File: src/hw/rtl/clns_pkg.sv
// Shared types, constants and lookup functions for the character LCD nibble sequencer.
package clns_pkg;

    // Duration field width and configuration register index width
    localparam int DUR_W = 24;
    localparam int CFG_IDX_W = 3;

    typedef logic [DUR_W-1:0] dur_t;

    // Request kinds
    typedef enum logic [1:0] {
        FUNC_INIT = 2'd0,
        FUNC_DATA = 2'd1,
        FUNC_CMD  = 2'd2,
        FUNC_POS  = 2'd3
    } func_t;

    // Configuration register indexes
    localparam logic [CFG_IDX_W-1:0] CFG_SETUP      = 3'd0;
    localparam logic [CFG_IDX_W-1:0] CFG_HOLD       = 3'd1;
    localparam logic [CFG_IDX_W-1:0] CFG_CMD_WAIT   = 3'd2;
    localparam logic [CFG_IDX_W-1:0] CFG_INIT_LONG  = 3'd3;
    localparam logic [CFG_IDX_W-1:0] CFG_INIT_SHORT = 3'd4;
    localparam logic [CFG_IDX_W-1:0] CFG_CLEAR_WAIT = 3'd5;

    // Reset values of the timing registers
    localparam dur_t RST_SETUP      = 24'd8;
    localparam dur_t RST_HOLD       = 24'd1;
    localparam dur_t RST_CMD_WAIT   = 24'd3700;
    localparam dur_t RST_INIT_LONG  = 24'd410000;
    localparam dur_t RST_INIT_SHORT = 24'd10000;
    localparam dur_t RST_CLEAR_WAIT = 24'd153000;

    // Set-position command flag
    localparam logic [7:0] SET_DDRAM_ADDR = 8'h80;

    // Init sequence: 14 nibbles, the clear byte's low nibble is nibble 9
    localparam logic [3:0] INIT_LAST_NIB  = 4'd13;
    localparam logic [3:0] INIT_CLEAR_NIB = 4'd9;
    localparam logic [3:0] INIT_LONG_NIB  = 4'd0;
    localparam logic [3:0] INIT_SHORT_NIB = 4'd1;
    localparam logic [3:0] BYTE_LAST_NIB  = 4'd1;

    // Timing registers as a group
    typedef struct packed {
        dur_t setup;
        dur_t hold;
        dur_t cmd_wait;
        dur_t init_long;
        dur_t init_short;
        dur_t clear_wait;
    } cfg_t;

    // One classified request as it travels to the back end
    typedef struct packed {
        logic       is_init;
        logic       rs;
        logic [7:0] data;
    } req_t;

    // DDRAM base address of each display line
    function automatic logic [7:0] line_base(input logic [1:0] ln);
        logic [7:0] b;
        unique case (ln)
            2'd0:    b = 8'h00;
            2'd1:    b = 8'h40;
            2'd2:    b = 8'h14;
            default: b = 8'h54;
        endcase
        return b;
    endfunction

    // Bytes that follow the 3,3,3,2 wake-up nibbles
    function automatic logic [7:0] init_byte(input logic [2:0] k);
        logic [7:0] b;
        unique case (k)
            3'd0:    b = 8'h2C;   // function set: 4-bit, 2 lines, 5x10
            3'd1:    b = 8'h08;   // display off
            3'd2:    b = 8'h01;   // clear
            3'd3:    b = 8'h06;   // entry mode
            3'd4:    b = 8'h0C;   // display on
            default: b = 8'h00;
        endcase
        return b;
    endfunction

    // Nibble at position idx of the init sequence
    function automatic logic [3:0] init_nibble(input logic [3:0] idx);
        logic [3:0] k;
        logic [7:0] b;
        logic [3:0] n;
        k = idx - 4'd4;
        b = init_byte(k[3:1]);
        if (idx < 4'd3) begin
            n = 4'h3;
        end else if (idx == 4'd3) begin
            n = 4'h2;
        end else begin
            n = k[0] ? b[3:0] : b[7:4];
        end
        return n;
    endfunction

endpackage

File: src/hw/rtl/clns_front.sv
// Front end: classifies a request and forms the byte it sends.
module clns_front
    import clns_pkg::*;
(
    input  logic [1:0] func,
    input  logic [7:0] byte_value,
    input  logic [1:0] line,
    input  logic [5:0] offset,
    output req_t       req
);

    logic [7:0] addr;

    // Position address wraps within 8 bits
    assign addr = line_base(line) + {2'b00, offset};

    always_comb begin
        req = '0;
        unique case (func_t'(func))
            FUNC_INIT: begin
                req.is_init = 1'b1;
            end
            FUNC_DATA: begin
                req.rs   = 1'b1;
                req.data = byte_value;
            end
            FUNC_CMD: begin
                req.data = byte_value;
            end
            FUNC_POS: begin
                req.data = SET_DDRAM_ADDR | addr;
            end
            default: begin
                req = '0;
            end
        endcase
    end

endmodule

File: src/hw/rtl/clns_queue.sv
// Two-entry request queue between front and back ends.
module clns_queue
    import clns_pkg::*;
(
    input  logic aclk,
    input  logic aresetn,
    input  logic push,
    input  req_t push_data,
    output logic full,
    input  logic pop,
    output logic not_empty,
    output req_t head
);

    req_t       mem_reg [2];
    logic       wr_ptr_reg, wr_ptr_next;
    logic       rd_ptr_reg, rd_ptr_next;
    logic [1:0] count_reg, count_next;
    logic       do_push, do_pop;

    assign full      = (count_reg == 2'd2);
    assign not_empty = (count_reg != 2'd0);
    assign do_push   = push && !full;
    assign do_pop    = pop && not_empty;
    assign head      = mem_reg[rd_ptr_reg];

    // Pointer and fill count update
    always_comb begin
        wr_ptr_next = wr_ptr_reg ^ do_push;
        rd_ptr_next = rd_ptr_reg ^ do_pop;
        count_next  = count_reg + {1'b0, do_push} - {1'b0, do_pop};
    end

    always_ff @(posedge aclk) begin
        if (!aresetn) begin
            wr_ptr_reg <= 1'b0;
            rd_ptr_reg <= 1'b0;
            count_reg  <= 2'd0;
        end else begin
            wr_ptr_reg <= wr_ptr_next;
            rd_ptr_reg <= rd_ptr_next;
            count_reg  <= count_next;
        end
    end

    // Entry storage
    always_ff @(posedge aclk) begin
        if (do_push) begin
            mem_reg[wr_ptr_reg] <= push_data;
        end
    end

endmodule

File: src/hw/rtl/clns_back.sv
// Back end: walks a request's nibbles and emits one pin phase per cycle while m_ready allows.
module clns_back
    import clns_pkg::*;
(
    input  logic       aclk,
    input  logic       aresetn,
    input  cfg_t       cfg,
    input  logic       q_not_empty,
    input  req_t       q_head,
    output logic       q_pop,
    output logic       m_valid,
    input  logic       m_ready,
    output logic       m_reg_select,
    output logic       m_enable,
    output logic [3:0] m_nibble,
    output dur_t       m_duration,
    output logic       m_last
);

    logic       busy_reg, busy_next;
    req_t       desc_reg, desc_next;
    logic [3:0] nib_reg, nib_next;
    logic       phase_reg, phase_next;
    logic       valid_reg, valid_next;
    logic       rs_reg, en_reg, last_reg;
    logic [3:0] nibble_reg;
    dur_t       dur_reg;

    req_t        cur;
    logic        have, adv, emit, is_last, waits;
    logic [3:0]  nib_val;
    dur_t        extra, wait_val, dur_val;
    logic [DUR_W+1:0] low_sum;

    assign cur   = busy_reg ? desc_reg : q_head;
    assign have  = busy_reg || q_not_empty;
    assign adv   = !valid_reg || m_ready;
    assign emit  = adv && have;
    assign q_pop = emit && !busy_reg;

    // Phase contents for the current nibble position
    always_comb begin
        is_last = phase_reg &&
                  (cur.is_init ? (nib_reg == INIT_LAST_NIB) : (nib_reg == BYTE_LAST_NIB));
        nib_val = cur.is_init ? init_nibble(nib_reg)
                              : (nib_reg[0] ? cur.data[3:0] : cur.data[7:4]);
        // wake-up nibbles and every low nibble carry the command wait
        waits   = cur.is_init ? ((nib_reg < 4'd4) || nib_reg[0]) : nib_reg[0];
        extra   = '0;
        if (cur.is_init) begin
            priority if (nib_reg == INIT_LONG_NIB) begin
                extra = cfg.init_long;
            end else if (nib_reg == INIT_SHORT_NIB) begin
                extra = cfg.init_short;
            end else if (nib_reg == INIT_CLEAR_NIB) begin
                extra = cfg.clear_wait;
            end else begin
                extra = '0;
            end
        end
        wait_val = waits ? cfg.cmd_wait : '0;
        low_sum  = {2'b00, cfg.hold} + {2'b00, wait_val} + {2'b00, extra};
        if (!phase_reg) begin
            dur_val = cfg.setup;
        end else if (low_sum[DUR_W+1:DUR_W] != 2'b00) begin
            dur_val = '1;
        end else begin
            dur_val = low_sum[DUR_W-1:0];
        end
    end

    // Sequencer next state
    always_comb begin
        busy_next  = busy_reg;
        desc_next  = desc_reg;
        nib_next   = nib_reg;
        phase_next = phase_reg;
        valid_next = valid_reg && !m_ready;
        if (emit) begin
            valid_next = 1'b1;
            if (!busy_reg) begin
                desc_next = q_head;
            end
            if (is_last) begin
                busy_next  = 1'b0;
                nib_next   = '0;
                phase_next = 1'b0;
            end else begin
                busy_next  = 1'b1;
                phase_next = !phase_reg;
                nib_next   = phase_reg ? nib_reg + 4'd1 : nib_reg;
            end
        end
    end

    always_ff @(posedge aclk) begin
        if (!aresetn) begin
            busy_reg  <= 1'b0;
            nib_reg   <= '0;
            phase_reg <= 1'b0;
            valid_reg <= 1'b0;
        end else begin
            busy_reg  <= busy_next;
            nib_reg   <= nib_next;
            phase_reg <= phase_next;
            valid_reg <= valid_next;
        end
    end

    // Descriptor and output payload
    always_ff @(posedge aclk) begin
        desc_reg <= desc_next;
        if (emit) begin
            rs_reg     <= cur.rs;
            en_reg     <= !phase_reg;
            nibble_reg <= nib_val;
            dur_reg    <= dur_val;
            last_reg   <= is_last;
        end
    end

    assign m_valid      = valid_reg;
    assign m_reg_select = rs_reg;
    assign m_enable     = en_reg;
    assign m_nibble     = nibble_reg;
    assign m_duration   = dur_reg;
    assign m_last       = last_reg;

endmodule

File: src/hw/rtl/char_lcd_nibble_sequencer_core.sv
// Top level of the 4-bit character LCD bus sequencer.
//
// Requests (init, data byte, command byte, set position) enter on the s_
// valid/ready channel. Each request becomes a list of pin phases on the m_
// channel: per nibble one enable-high phase (setup time) and one enable-low
// phase (hold plus waits, saturated to 24 bits); m_last marks the final one.
// A byte request gives 4 phases, init gives 28.
// An accepted item is first written into the request queue; the sequencer then
// moves its first phase from the queue into the output register.
// Throughput: one phase per cycle while m_ready allows, set by the back-end
// sequencer that walks one nibble phase per cycle.
// A two-entry queue decouples the front end, so up to two further items are
// taken while the back end works or waits.
// When the receiver holds m_ready low, the phase holds in the output register
// and the sequencer pauses; the queue fills and then s_ready drops.
// Timing registers are written through cfg_wr_en/cfg_index/cfg_wdata; the user must
// write them only while the block is idle (not enforced). Indexes above 5 are ignored.
// Reset (aresetn low, synchronous) empties the queue and the output register
// and restores the timing registers to their defaults.
module char_lcd_nibble_sequencer_core
    import clns_pkg::*;
(
    input  logic                 aclk,
    input  logic                 aresetn,
    input  logic                 cfg_wr_en,
    input  logic [CFG_IDX_W-1:0] cfg_index,
    input  logic [DUR_W-1:0]     cfg_wdata,
    input  logic                 s_valid,
    output logic                 s_ready,
    input  logic [1:0]           s_func,
    input  logic [7:0]           s_byte_value,
    input  logic [1:0]           s_line,
    input  logic [5:0]           s_offset,
    output logic                 m_valid,
    input  logic                 m_ready,
    output logic                 m_reg_select,
    output logic                 m_enable,
    output logic [3:0]           m_nibble,
    output logic [DUR_W-1:0]     m_duration,
    output logic                 m_last
);

    cfg_t cfg_reg, cfg_next;
    req_t front_req, q_head;
    logic q_full, q_not_empty, q_pop;

    // Timing register writes
    always_comb begin
        cfg_next = cfg_reg;
        if (cfg_wr_en) begin
            unique case (cfg_index)
                CFG_SETUP:      cfg_next.setup      = cfg_wdata;
                CFG_HOLD:       cfg_next.hold       = cfg_wdata;
                CFG_CMD_WAIT:   cfg_next.cmd_wait   = cfg_wdata;
                CFG_INIT_LONG:  cfg_next.init_long  = cfg_wdata;
                CFG_INIT_SHORT: cfg_next.init_short = cfg_wdata;
                CFG_CLEAR_WAIT: cfg_next.clear_wait = cfg_wdata;
                default:        cfg_next = cfg_reg;
            endcase
        end
    end

    always_ff @(posedge aclk) begin
        if (!aresetn) begin
            cfg_reg.setup      <= RST_SETUP;
            cfg_reg.hold       <= RST_HOLD;
            cfg_reg.cmd_wait   <= RST_CMD_WAIT;
            cfg_reg.init_long  <= RST_INIT_LONG;
            cfg_reg.init_short <= RST_INIT_SHORT;
            cfg_reg.clear_wait <= RST_CLEAR_WAIT;
        end else begin
            cfg_reg <= cfg_next;
        end
    end

    assign s_ready = !q_full;

    clns_front u_front (
        .func       (s_func),
        .byte_value (s_byte_value),
        .line       (s_line),
        .offset     (s_offset),
        .req        (front_req)
    );

    clns_queue u_queue (
        .aclk      (aclk),
        .aresetn   (aresetn),
        .push      (s_valid),
        .push_data (front_req),
        .full      (q_full),
        .pop       (q_pop),
        .not_empty (q_not_empty),
        .head      (q_head)
    );

    clns_back u_back (
        .aclk         (aclk),
        .aresetn      (aresetn),
        .cfg          (cfg_reg),
        .q_not_empty  (q_not_empty),
        .q_head       (q_head),
        .q_pop        (q_pop),
        .m_valid      (m_valid),
        .m_ready      (m_ready),
        .m_reg_select (m_reg_select),
        .m_enable     (m_enable),
        .m_nibble     (m_nibble),
        .m_duration   (m_duration),
        .m_last       (m_last)
    );

    // A request always ends on an enable-low phase
    assert property (@(posedge aclk) disable iff (!aresetn)
        m_valid |-> !(m_enable && m_last))
        else $error("last phase with enable high");

    // The enable-low half of a nibble follows its enable-high half at once
    assert property (@(posedge aclk) disable iff (!aresetn)
        (m_valid && m_ready && m_enable) |=> m_valid)
        else $error("enable-low phase not ready after enable-high phase");

    // Enable alternates between consecutive phases
    assert property (@(posedge aclk) disable iff (!aresetn)
        (m_valid && m_ready) |=> (!m_valid || (m_enable != $past(m_enable))))
        else $error("enable level did not alternate");

endmodule
File: config.mk
export PLATFORM = sky130hd
export DESIGN_NAME = char_lcd_nibble_sequencer_core
export DESIGN_NICKNAME = d
export VERILOG_FILES = /design/src/hw/rtl/clns_pkg.sv /design/src/hw/rtl/clns_front.sv /design/src/hw/rtl/clns_queue.sv /design/src/hw/rtl/clns_back.sv /design/src/hw/rtl/char_lcd_nibble_sequencer_core.sv
export SDC_FILE = /design/constraint.sdc
export NUM_CORES = 1
export LEC_CHECK = 0
export BUFFER_PORTS_ARGS = -buffer_cell sky130_fd_sc_hd__buf_2
export CAP_MARGIN = 10
export CORE_ASPECT_RATIO = 0.75
export CORE_MARGIN = 10
export CORE_UTILIZATION = 38
export DETAILED_ROUTE_END_ITERATION = 6
export GPL_TIMING_DRIVEN = 1
export SYNTH_ARGS = -nofsm -noshare
export SYNTH_HDL_FRONTEND = slang
export SYNTH_SLANG_ARGS = --single-unit
File: constraint.sdc
create_clock -name aclk -period 6.4 [get_ports aclk]
set_input_delay 0.64 -clock aclk [delete_from_list [all_inputs] [get_ports aclk]]
set_output_delay 0.64 -clock aclk [all_outputs]
set_load 0.1 [all_outputs]
==> results of run 1 <==
metrics by stage:
step                worst slack [ns]  utilization [%]  instance area [sq um]  instances  hold slack (ns)
global placement               0.520             41.3                  12600       1809            0.447
finish                         0.584             43.8                  13300       1849            0.429
global route                   0.122             43.8                  13300       1849            0.427
detailed placement             0.379             41.3                  12600       1809            0.454
CTS                            0.348             43.8                  13300       1849            0.409
floorplan                      0.729                -                  11800       1391            0.433
path summary, 6_finish.rpt:
kind	end	slack, ns
worst min-delay path	cfg_reg[102]$_SDFFE_PN0P_	0.43
worst min register to register	cfg_reg[75]$_SDFFE_PN0P_	0.46
worst max register to register	u_back.m_duration[22]$_DFFE_PP_	0.58
worst max-delay path	u_back.m_duration[22]$_DFFE_PP_	0.58
synth_stat cells, types with 5 or more instances:
| cell | n | area (sq um) |
|---|---|---|
| o21a_1 | 8 | 60.1 |
| dfxtp_1 | 156 | 3120 |
| a21oi_1 | 60 | 300 |
| nand3_1 | 39 | 195 |
| nor3_1 | 20 | 100 |
| o21bai_1 | 8 | 60.1 |
| edfxtp_1 | 60 | 1800 |
| nor2_1 | 91 | 342 |
| a31oi_1 | 5 | 31.3 |
| a211oi_1 | 18 | 135 |
| a222oi_1 | 16 | 160 |
| nand2_1 | 342 | 1280 |
| mux2i_1 | 14 | 140 |
| xnor2_1 | 28 | 245 |
| a21boi_0 | 118 | 886 |
| nor2b_1 | 39 | 244 |
| a21o_1 | 18 | 135 |
| a22oi_1 | 15 | 113 |
| xor2_1 | 18 | 158 |
| and2_1 | 10 | 62.6 |
| clkbuf_1 | 79 | 297 |
| inv_1 | 28 | 105 |
| o21ai_0 | 45 | 225 |
| o211ai_1 | 5 | 37.5 |
| ha_1 | 64 | 801 |
tightest hold or removal path, delay by kind of cell:
kind | cells | cell delay [ns]
and+or+nand+nor | 1 | 0.06
AOI/OAI and AO/OA | 1 | 0.06
buffers and inverters | 1 | 0.14
layer usage:
layer | wire length, um | track usage, % | up-vias
met1 | 17000 | 25.4 | 4707
met2 | 14200 | 25.1 | 281
li1 | - | - | 4942
met3 | 2540 | 3.91 | 43
met5 | 0 | 0 | -
met4 | 658 | 3.74 | 0
logic make-up after synthesis:
group                      Yosys count  share of synthesized area (%)
AOI/OAI and AO/OA                  361                           21.8
xor gates and xnor gates            46                           3.41
buffers and inverters              112                           3.71
DFF                                216                           41.7
muxes                               16                           1.38
and+or+nand+nor                    574                           20.9
adders and majority gates           66                           7.12
layout make-up:
cell class,instances,share of cell area (%)
Clock buffer,26,4.55
Clock inverter,14,1.09
Inverter,28,0.788
Multi-Input combinational cell,1063,48.6
Sequential cell,216,36.9
Tap cell,399,3.74
Timing Repair Buffer,103,4.28
power by group:
group / internal [uW] / switching (uW)
registers: 1680 / 97.3
clock network: 797 / 548
logic: 500 / 1600
cells in the final DEF (no fill, tap or decap), drive strengths merged, types with 28 or more instances in the layout:
cell type and n:
nand2 342, nor2b 39, edfxtp 60, nor2 92, a21boi 119, nand3 39
ha 64, dfxtp 156, a21oi 62, o21ai 47, xnor2 28, inv 28
buf 103
==> flow_summary.yaml, run 1 <==
run_status:
  status: "finished clean"
global_routing:
  grt_max_degree: 95
  grt_pass1_wl_um: 55000
  antenna_found_initial: 0
  gr-total-overflow: 0
  grt.total_usage_pct: 17.3
  grt_pass1_vias: 9569
sta:
  skew_ns: 0.0122
  finalHoldViolations: 0
  finalSetupViolations: 0
  fin_crit_sh_pct: 90.9
  fmax_ghz: 0.172
  rsz0062_at_grt: "false"
  relSlewSlack_pct: 23.9
  fin_setup_tns_ns: 0
  period_minus_slack_ns: 5.82
  drv_slew: 0
  worstMarginPinSlew_ns: 1.14
synth:
  yosysUniqueCellTypes: 73
  syn_nets: 1507
  synth.avg_cell_area_sq_um: 8.49
  netlist_area_sq_um: 11800
  ys_async_sr_fraction_pct: 0
  synth_seq_area_share_pct: 41.7
  ys_warn_count: 0
  synth_edf_count: 60
  synthCells: 1391
  synth-main-ff-cell: "dfxtp_1"
  synth-seq-cells: 216
cells_and_area:
  largest_reg_flops: 144
  antenna_cells: 0
  drive_above_1_share_pct: 11.2
  area_delta_synth_final_pct: 12.9
  final_nets: 1550
  fillerInstances: 3061
  multi_input_area_sq_um: 6480
  seq_area_sq_um: 4920
setup_path:
  start_kind: "flip-flop"
  cp_top_family: "compound AO/OA/AOI/OAI gates"
  critPathMaxStageDelay_ns: 0.72
  criticalPathCategory: "flip-flop to flip-flop"
  cp_cell_sequence: "mux2i_1 > o21a_1 > inv_1 > a21oi_4 > nor2b_1 > ha_1 > inv_1 > fa_1 > nor2b_1 > o31a_1 > o21a_1 > a21bo_2 > a31oi_1 > or4b_2 > o2111ai_1 > ha_1 > a21o_1 > a211o_1 > nor3_1 > a21oi_1 > a211oi_4 > o22ai_2"
  crit_fanout: 15
  cp.required_ns: 6.63
  arrival_ns: 6.05
  critPathSlowestCell: "a211oi_4"
  worst-path-buf-inv: 2
  endpoint_kind: "flip-flop"
  path_depth: 22
  rr_worst_depth: 22
routing:
  drtIter0Drc: 777
  drt_wl_total_um: 34400
  drc: 0
  via_per_inst: 5.39
  vias: 9973
  ant_nets: 0
  first_pass_iters: 5
  wire_per_inst_um: 18.6
clock_tree:
  clockBufferDepth: 3
  cts_resized: 0
  hold_buffers: 0
  clk_latency_ns: 0.52
  cts.sinks: 216
  cts.clk_slew.worst_paths_ns: 0.07
  post_cts_buffers: 0
  cts_buffers: 22
  clockRootBuffer: "clkbuf_16"
  tritoncts: "built"
  htreeDepth: 1
placed_design:
  gp_congestion: 0.920
  place_hpwl_um: 24900
  portBuffers: 82
floorplan:
  core_area_sq_um: 30400
  fp.dieW_um: 224
  pin_count: 83
  initial_core_util_pct: 38.8
  fp.dieH_um: 173
  row_count: 55
  die_area_sq_um: 38600
min_path:
  hp-start: "cfg_wdata[6]"
  whs_path_depth: 3
  hp-class: "primary input to flip-flop"
power:
  cellPowerDensity_nw_per_um2: 391
  power_leakage_uw: 0.00513
  ir_drop_v: 0.000232
  power_uw: 5220
run:
  maxCapViolCount: 0
(Power assumes the default switching activity.)
==> inputs of run 2 (changes only) <==
--- a/config.mk
+++ b/config.mk
@@ -12,6 +12,7 @@
 export CORE_UTILIZATION = 38
 export DETAILED_ROUTE_END_ITERATION = 6
 export GPL_TIMING_DRIVEN = 1
+export PLACE_DENSITY_LB_ADDON = 0.3
 export SYNTH_ARGS = -nofsm -noshare
 export SYNTH_HDL_FRONTEND = slang
 export SYNTH_SLANG_ARGS = --single-unit
==> run 2 against run 1 <==
Effect of this change: critical path depth down 1; hold slack improved by 0.012 ns; flip-flop and latch count unchanged; wire length about the same; maximum frequency shrank 0.92%; utilization decreased by 0.23 points; largest power group unchanged; power is 0.94% lower.
==> flow_summary.yaml, run 2 (synthesized netlist as in run 1, its figures left out) <==
routing:
  vias: 10100
  ant_nets: 0
  drc: 0
  first_pass_iters: 5
  wire_per_inst_um: 18.6
  drtIter0Drc: 1004
  drt_wl_total_um: 34400
  via_per_inst: 5.48
setup_path:
  cp.required_ns: 6.64
  r2r_setup_slack_ns: 0.53
  cpMostUsedCell: "a21oi_1"
  critPathMaxStageDelay_ns: 0.74
  cp_cell_sequence: "mux2i_1 > o21a_1 > inv_1 > a21oi_4 > buf_4 > nor2b_1 > ha_1 > a21oi_1 > o21ai_0 > a21oi_1 > a21bo_2 > a31oi_1 > or4b_2 > o2111ai_1 > ha_1 > a21o_1 > a211o_1 > nor3_1 > a21oi_1 > a211oi_4 > o22ai_2"
  crit_fanout: 15
  reg2reg_to: "u_back.m_duration[22]$_DFFE_PP_"
  critPathSlowestCell: "a211oi_4"
  rr_worst_depth: 21
  start_kind: "flip-flop"
  criticalPathCategory: "flip-flop to flip-flop"
  arrival_ns: 6.11
  endpoint_kind: "flip-flop"
global_routing:
  grt_pass1_vias: 9646
  antenna_found_initial: 0
  grt_max_degree: 91
  gr-total-overflow: 0
  grt.total_usage_pct: 17.3
  grt_pass1_wl_um: 55200
sta:
  relSlewSlack_pct: 23.5
  fin_crit_sh_pct: 91.7
  skew_ns: 0.0187
  fin_setup_tns_ns: 0
  worstMarginPinSlew_ns: 1.14
  rsz0062_at_grt: "false"
  whs_ns: 0.441
  period_minus_slack_ns: 5.87
  finalSetupViolations: 0
  fmax_ghz: 0.170
  drv_slew: 0
  finalHoldViolations: 0
cells_and_area:
  final_nets: 1546
  largest_reg_flops: 144
  final_common_cell: "nand2_1"
  final_cell_mix: "342 x nand2_1, 156 x dfxtp_1, 118 x a21boi_0"
  fin_util_pct: 43.6
  antenna_cells: 0
  drive_above_1_share_pct: 10.8
  area_delta_synth_final_pct: 12.3
floorplan:
  pin_count: 83
  row_count: 55
  initial_core_util_pct: 38.8
  core_area_sq_um: 30400
  die_area_sq_um: 38600
  fp.dieH_um: 173
  fp.dieW_um: 224
clock_tree:
  clockRootBuffer: "clkbuf_16"
  cts.clk_slew.worst_paths_ns: 0.06
  post_cts_buffers: 0
  clockBufferDepth: 3
  cts_resized: 0
  tritoncts: "built"
  cts_buffers: 22
  clk_latency_ns: 0.52
  hold_buffers: 0
  htreeDepth: 1
  cts.sinks: 216
power:
  power_leakage_uw: 0.00509
  cellPowerDensity_nw_per_um2: 390
  ir_drop_v: 0.000244
run_status:
  status: "finished clean"
min_path:
  hp-start: "cfg_wdata[2]"
  min_delay_worst_endpoint: "cfg_reg[98]$_SDFFE_PN0P_"
  whs_path_depth: 3
  hp-class: "primary input to flip-flop"
placed_design:
  place_hpwl_um: 25400
  gp_congestion: 0.974
  portBuffers: 82
run:
  maxCapViolCount: 0
-- run 2: changes by cell type in the layout (fill, tap and decap cells not counted), sizes merged --
cell / delta
clkinvlp: -2
clkbuf: +6
bufinv: -1
clkinv: -4
buf: -4
-- run 2: worst max-delay path: cells and delay by family, from the launching register on --
kind | cells | cell delay, ns
AOI/OAI and AO/OA | 13 | 3.06
adders and majority gates | 2 | 0.75
buffers and inverters | 2 | 0.40
DFF | 1 | 0.34
muxes | 1 | 0.19
and+or+nand+nor | 3 | 0.83
-- run 2: cell type report --
class / instances / area [sq um]
fillers: 3010 / 17200
multi-input cells: 1063 / 6480
flip-flops and latches: 216 / 4920
clock buffers: 32 / 629
repair buffers: 99 / 541
well taps: 399 / 499
inverters: 28 / 105
clock inverters: 7 / 83.8
-- run 2: worst max path at each step --
stage	from	end	slack [ns]	cells past startpoint
5_1_grt	flip-flop	u_back.m_duration[2]$_DFFE_PP_	0.1	22
2_1_floorplan	flip-flop	u_back.m_duration[17]$_DFFE_PP_	0.73	25
3_5_place_dp	u_back.nib_reg[2]$_SDFFE_PN0P_	u_back.m_duration[22]$_DFFE_PP_	0.41	20
6_report	flip-flop	u_back.m_duration[22]$_DFFE_PP_	0.53	21
4_1_cts	u_back.nib_reg[2]$_SDFFE_PN0P_	u_back.m_duration[22]$_DFFE_PP_	0.39	20
3_3_place_gp	flip-flop	u_back.m_duration[22]$_DFFE_PP_	0.54	21
-- run 2: layer usage --
metal | vias up | GRT usage, % | wire, um
met5 | - | 0 | 0
met4 | 0 | 3.68 | 669
met3 | 45 | 2.83 | 2210
met2 | 312 | 25.3 | 14300
met1 | 4800 | 25.9 | 17200
li1 | 4943 | - | -
-- run 2: per-stage QoR --
step	area [sq um]	cells	setup WS (ns)	total power (uW)
6_report	13300	1844	0.530	5170
5_1_grt	13300	1844	0.0962	5410
4_1_cts	13300	1844	0.390	5190
3_5_place_dp	12500	1805	0.407	3890
3_3_place_gp	12500	1805	0.542	3860
2_1_floorplan	11800	1391	0.729	3410
-- run 2: power breakdown --
group	leakage, uW	internal, uW	total [uW]	switching (uW)
logic	0.00288	499	2110	1610
clock network	0.000352	762	1300	538
registers	0.00186	1680	1760	84.5
total	0.00509	2940	5170	2230
==> inputs of run 3 (changes only) <==
--- a/config.mk
+++ b/config.mk
@@ -9,7 +9,7 @@
 export CAP_MARGIN = 10
 export CORE_ASPECT_RATIO = 0.75
 export CORE_MARGIN = 10
-export CORE_UTILIZATION = 38
+export CORE_UTILIZATION = 51
 export DETAILED_ROUTE_END_ITERATION = 6
 export GPL_TIMING_DRIVEN = 1
 export PLACE_DENSITY_LB_ADDON = 0.3
==> run 3 against run 2 <==
Effect of this change: first-iteration DRC count decreased by 8.3%; sequential power hardly changed; power rose by 0.47%; maximum frequency grew 1.8%; final area down 0.30%; clock skew fell by 0.0018 ns; via count fell by 0.91%; clock-buffer cell count increased by 1.
==> flow_summary.yaml, run 3 (synthesized netlist as in run 1, its figures left out) <==
floorplan:
  die_area_sq_um: 29700
  fp.dieW_um: 196
  row_count: 48
  core_area_sq_um: 22900
  fp.dieH_um: 152
  initial_core_util_pct: 51.6
  pin_count: 83
power:
  power_uw: 5190
  power_leakage_uw: 0.00513
  switchingPower_uw: 2210
  p_seq_share_pct: 34.0
  ir_drop_v: 0.000322
  intPower_uw: 2980
  pwr-share-comb_pct: 40.0
  p_clk_share_pct: 26.1
  cellPowerDensity_nw_per_um2: 393
  swShare_pct: 42.6
sta:
  fin_setup_tns_ns: 0
  period_minus_slack_ns: 5.76
  whs_ns: 0.433
  skew_ns: 0.0169
  fin_crit_sh_pct: 90.1
  drv_slew: 0
  fmax_ghz: 0.173
  rsz0062_at_grt: "false"
  finalHoldViolations: 0
  finalSetupViolations: 0
  setup_ws_ns: 0.636
  relSlewSlack_pct: 23.4
  worstMarginPinSlew_ns: 1.15
cells_and_area:
  final_cell_mix: "342 x nand2_1, 156 x dfxtp_1, 118 x a21boi_0"
  fillerInstances: 2064
  drive_above_1_share_pct: 11.2
  fin_util_pct: 57.8
  final_nets: 1548
  largest_reg_flops: 144
  area_delta_synth_final_pct: 11.9
  final_common_cell: "nand2_1"
min_path:
  hp-class: "primary input to flip-flop"
routing:
  first_pass_iters: 7
  via_per_inst: 5.72
  wire_per_inst_um: 18.3
  drt_wl_total_um: 32100
  ant_nets: 0
  drc: 0
  vias: 10000
  drtIter0Drc: 921
placed_design:
  dp_worst_setup_slack_ns: 0.529
  portBuffers: 82
  place_hpwl_um: 22900
  gp_congestion: 0.966
setup_path:
  crit_fanout: 10
  endpoint_kind: "flip-flop"
  arrival_ns: 6.01
  criticalPathCategory: "flip-flop to flip-flop"
  cp.required_ns: 6.65
  start_kind: "flip-flop"
clock_tree:
  clockBufferDepth: 3
  cts.clk_slew.worst_paths_ns: 0.06
  cts_buffers: 23
  tritoncts: "built"
  clk_latency_ns: 0.51
  clockRootBuffer: "clkbuf_16"
  htreeDepth: 1
  hold_buffers: 0
  cts.sinks: 216
global_routing:
  grt_pass1_wl_um: 51700
  grt.total_usage_pct: 20.8
  gr-total-overflow: 0
  grt_max_degree: 95
  grt_pass1_vias: 9492
  antenna_found_initial: 1
run_status:
  status: "finished clean"
run:
  maxCapViolCount: 0
run 3: cell type report:
| cell class | count | area (sq um) | area share (%) |
|---|---|---|---|
| diodes | 1 | 2.50 | 0.0189 |
| clock buffers | 33 | 696 | 5.26 |
| clock inverters | 8 | 76.3 | 0.577 |
| inverters | 28 | 105 | 0.795 |
| multi-input cells | 1063 | 6470 | 48.9 |
| flip-flops and latches | 216 | 4920 | 37.2 |
| well taps | 300 | 375 | 2.84 |
| repair buffers | 100 | 573 | 4.33 |
run 3: power groups by stage:
| stage | Combinational [uW] | Sequential [uW] | Clock [uW] |
|---|---|---|---|
| floorplan | 902 | 2510 | 0 |
| global placement | 2030 | 1790 | 0 |
| detailed placement | 2050 | 1790 | 0 |
| CTS | 2060 | 1770 | 1370 |
| global route | 2230 | 1780 | 1430 |
| finish | 2080 | 1760 | 1350 |
run 3: final timing paths:
kind | depth (start not counted) | from | slack [ns] | endpoint
hold / removal | 3 | cfg_wdata[16] | 0.43 | cfg_reg[40]$_SDFFE_PN0P_
hold reg to reg | 2 | cfg_reg[92]$_SDFFE_PN0P_ | 0.46 | cfg_reg[92]$_SDFFE_PN0P_
setup / recovery | 20 | u_back.nib_reg[2]$_SDFFE_PN0P_ | 0.64 | u_back.m_duration[0]$_DFFE_PP_
setup reg to reg | 20 | u_back.nib_reg[2]$_SDFFE_PN0P_ | 0.64 | u_back.m_duration[0]$_DFFE_PP_
run 3: routing by layer:
layer  routed length (um)  track usage [%]  vias up  share of wire, %
met5                    0                0        -                 0
met4                  646             4.57        0               2.0
met2                14200             32.4      341                44
li1                     -                -     4948                 -
met3                 2240             3.47       48               7.0
met1                15000             29.5     4671                47
run 3: repair_timing:
action | in CTS | in global routing
resized for setup | 0 | 0
endpoints found under the setup margin | 0 | 23
setup buffers | 0 | 2
run 3: worst max-delay path: stages (launching register included):
cell and delay [ns]:
dfxtp_1 0.41, inv_1 0.14, ha_1 0.25, a21oi_2 0.45, nand2b_1 0.22, inv_1 0.06
ha_1 0.27, a21oi_1 0.23, o2111ai_1 0.27, o211ai_1 0.32, a31oi_1 0.18, o21ai_0 0.41
o311ai_0 0.20, ha_1 0.42, a21o_1 0.24, a31o_2 0.26, nor4_1 0.21, a21oi_1 0.18
a21o_1 0.34, o32ai_1 0.39, a21oi_2 0.05
run 3: stage by stage:
step	cell area [sq um]	cells
2_1_floorplan	11800	1391
3_3_place_gp	12400	1705
3_5_place_dp	12400	1705
4_1_cts	13200	1746
5_1_grt	13200	1748
6_report	13200	1749
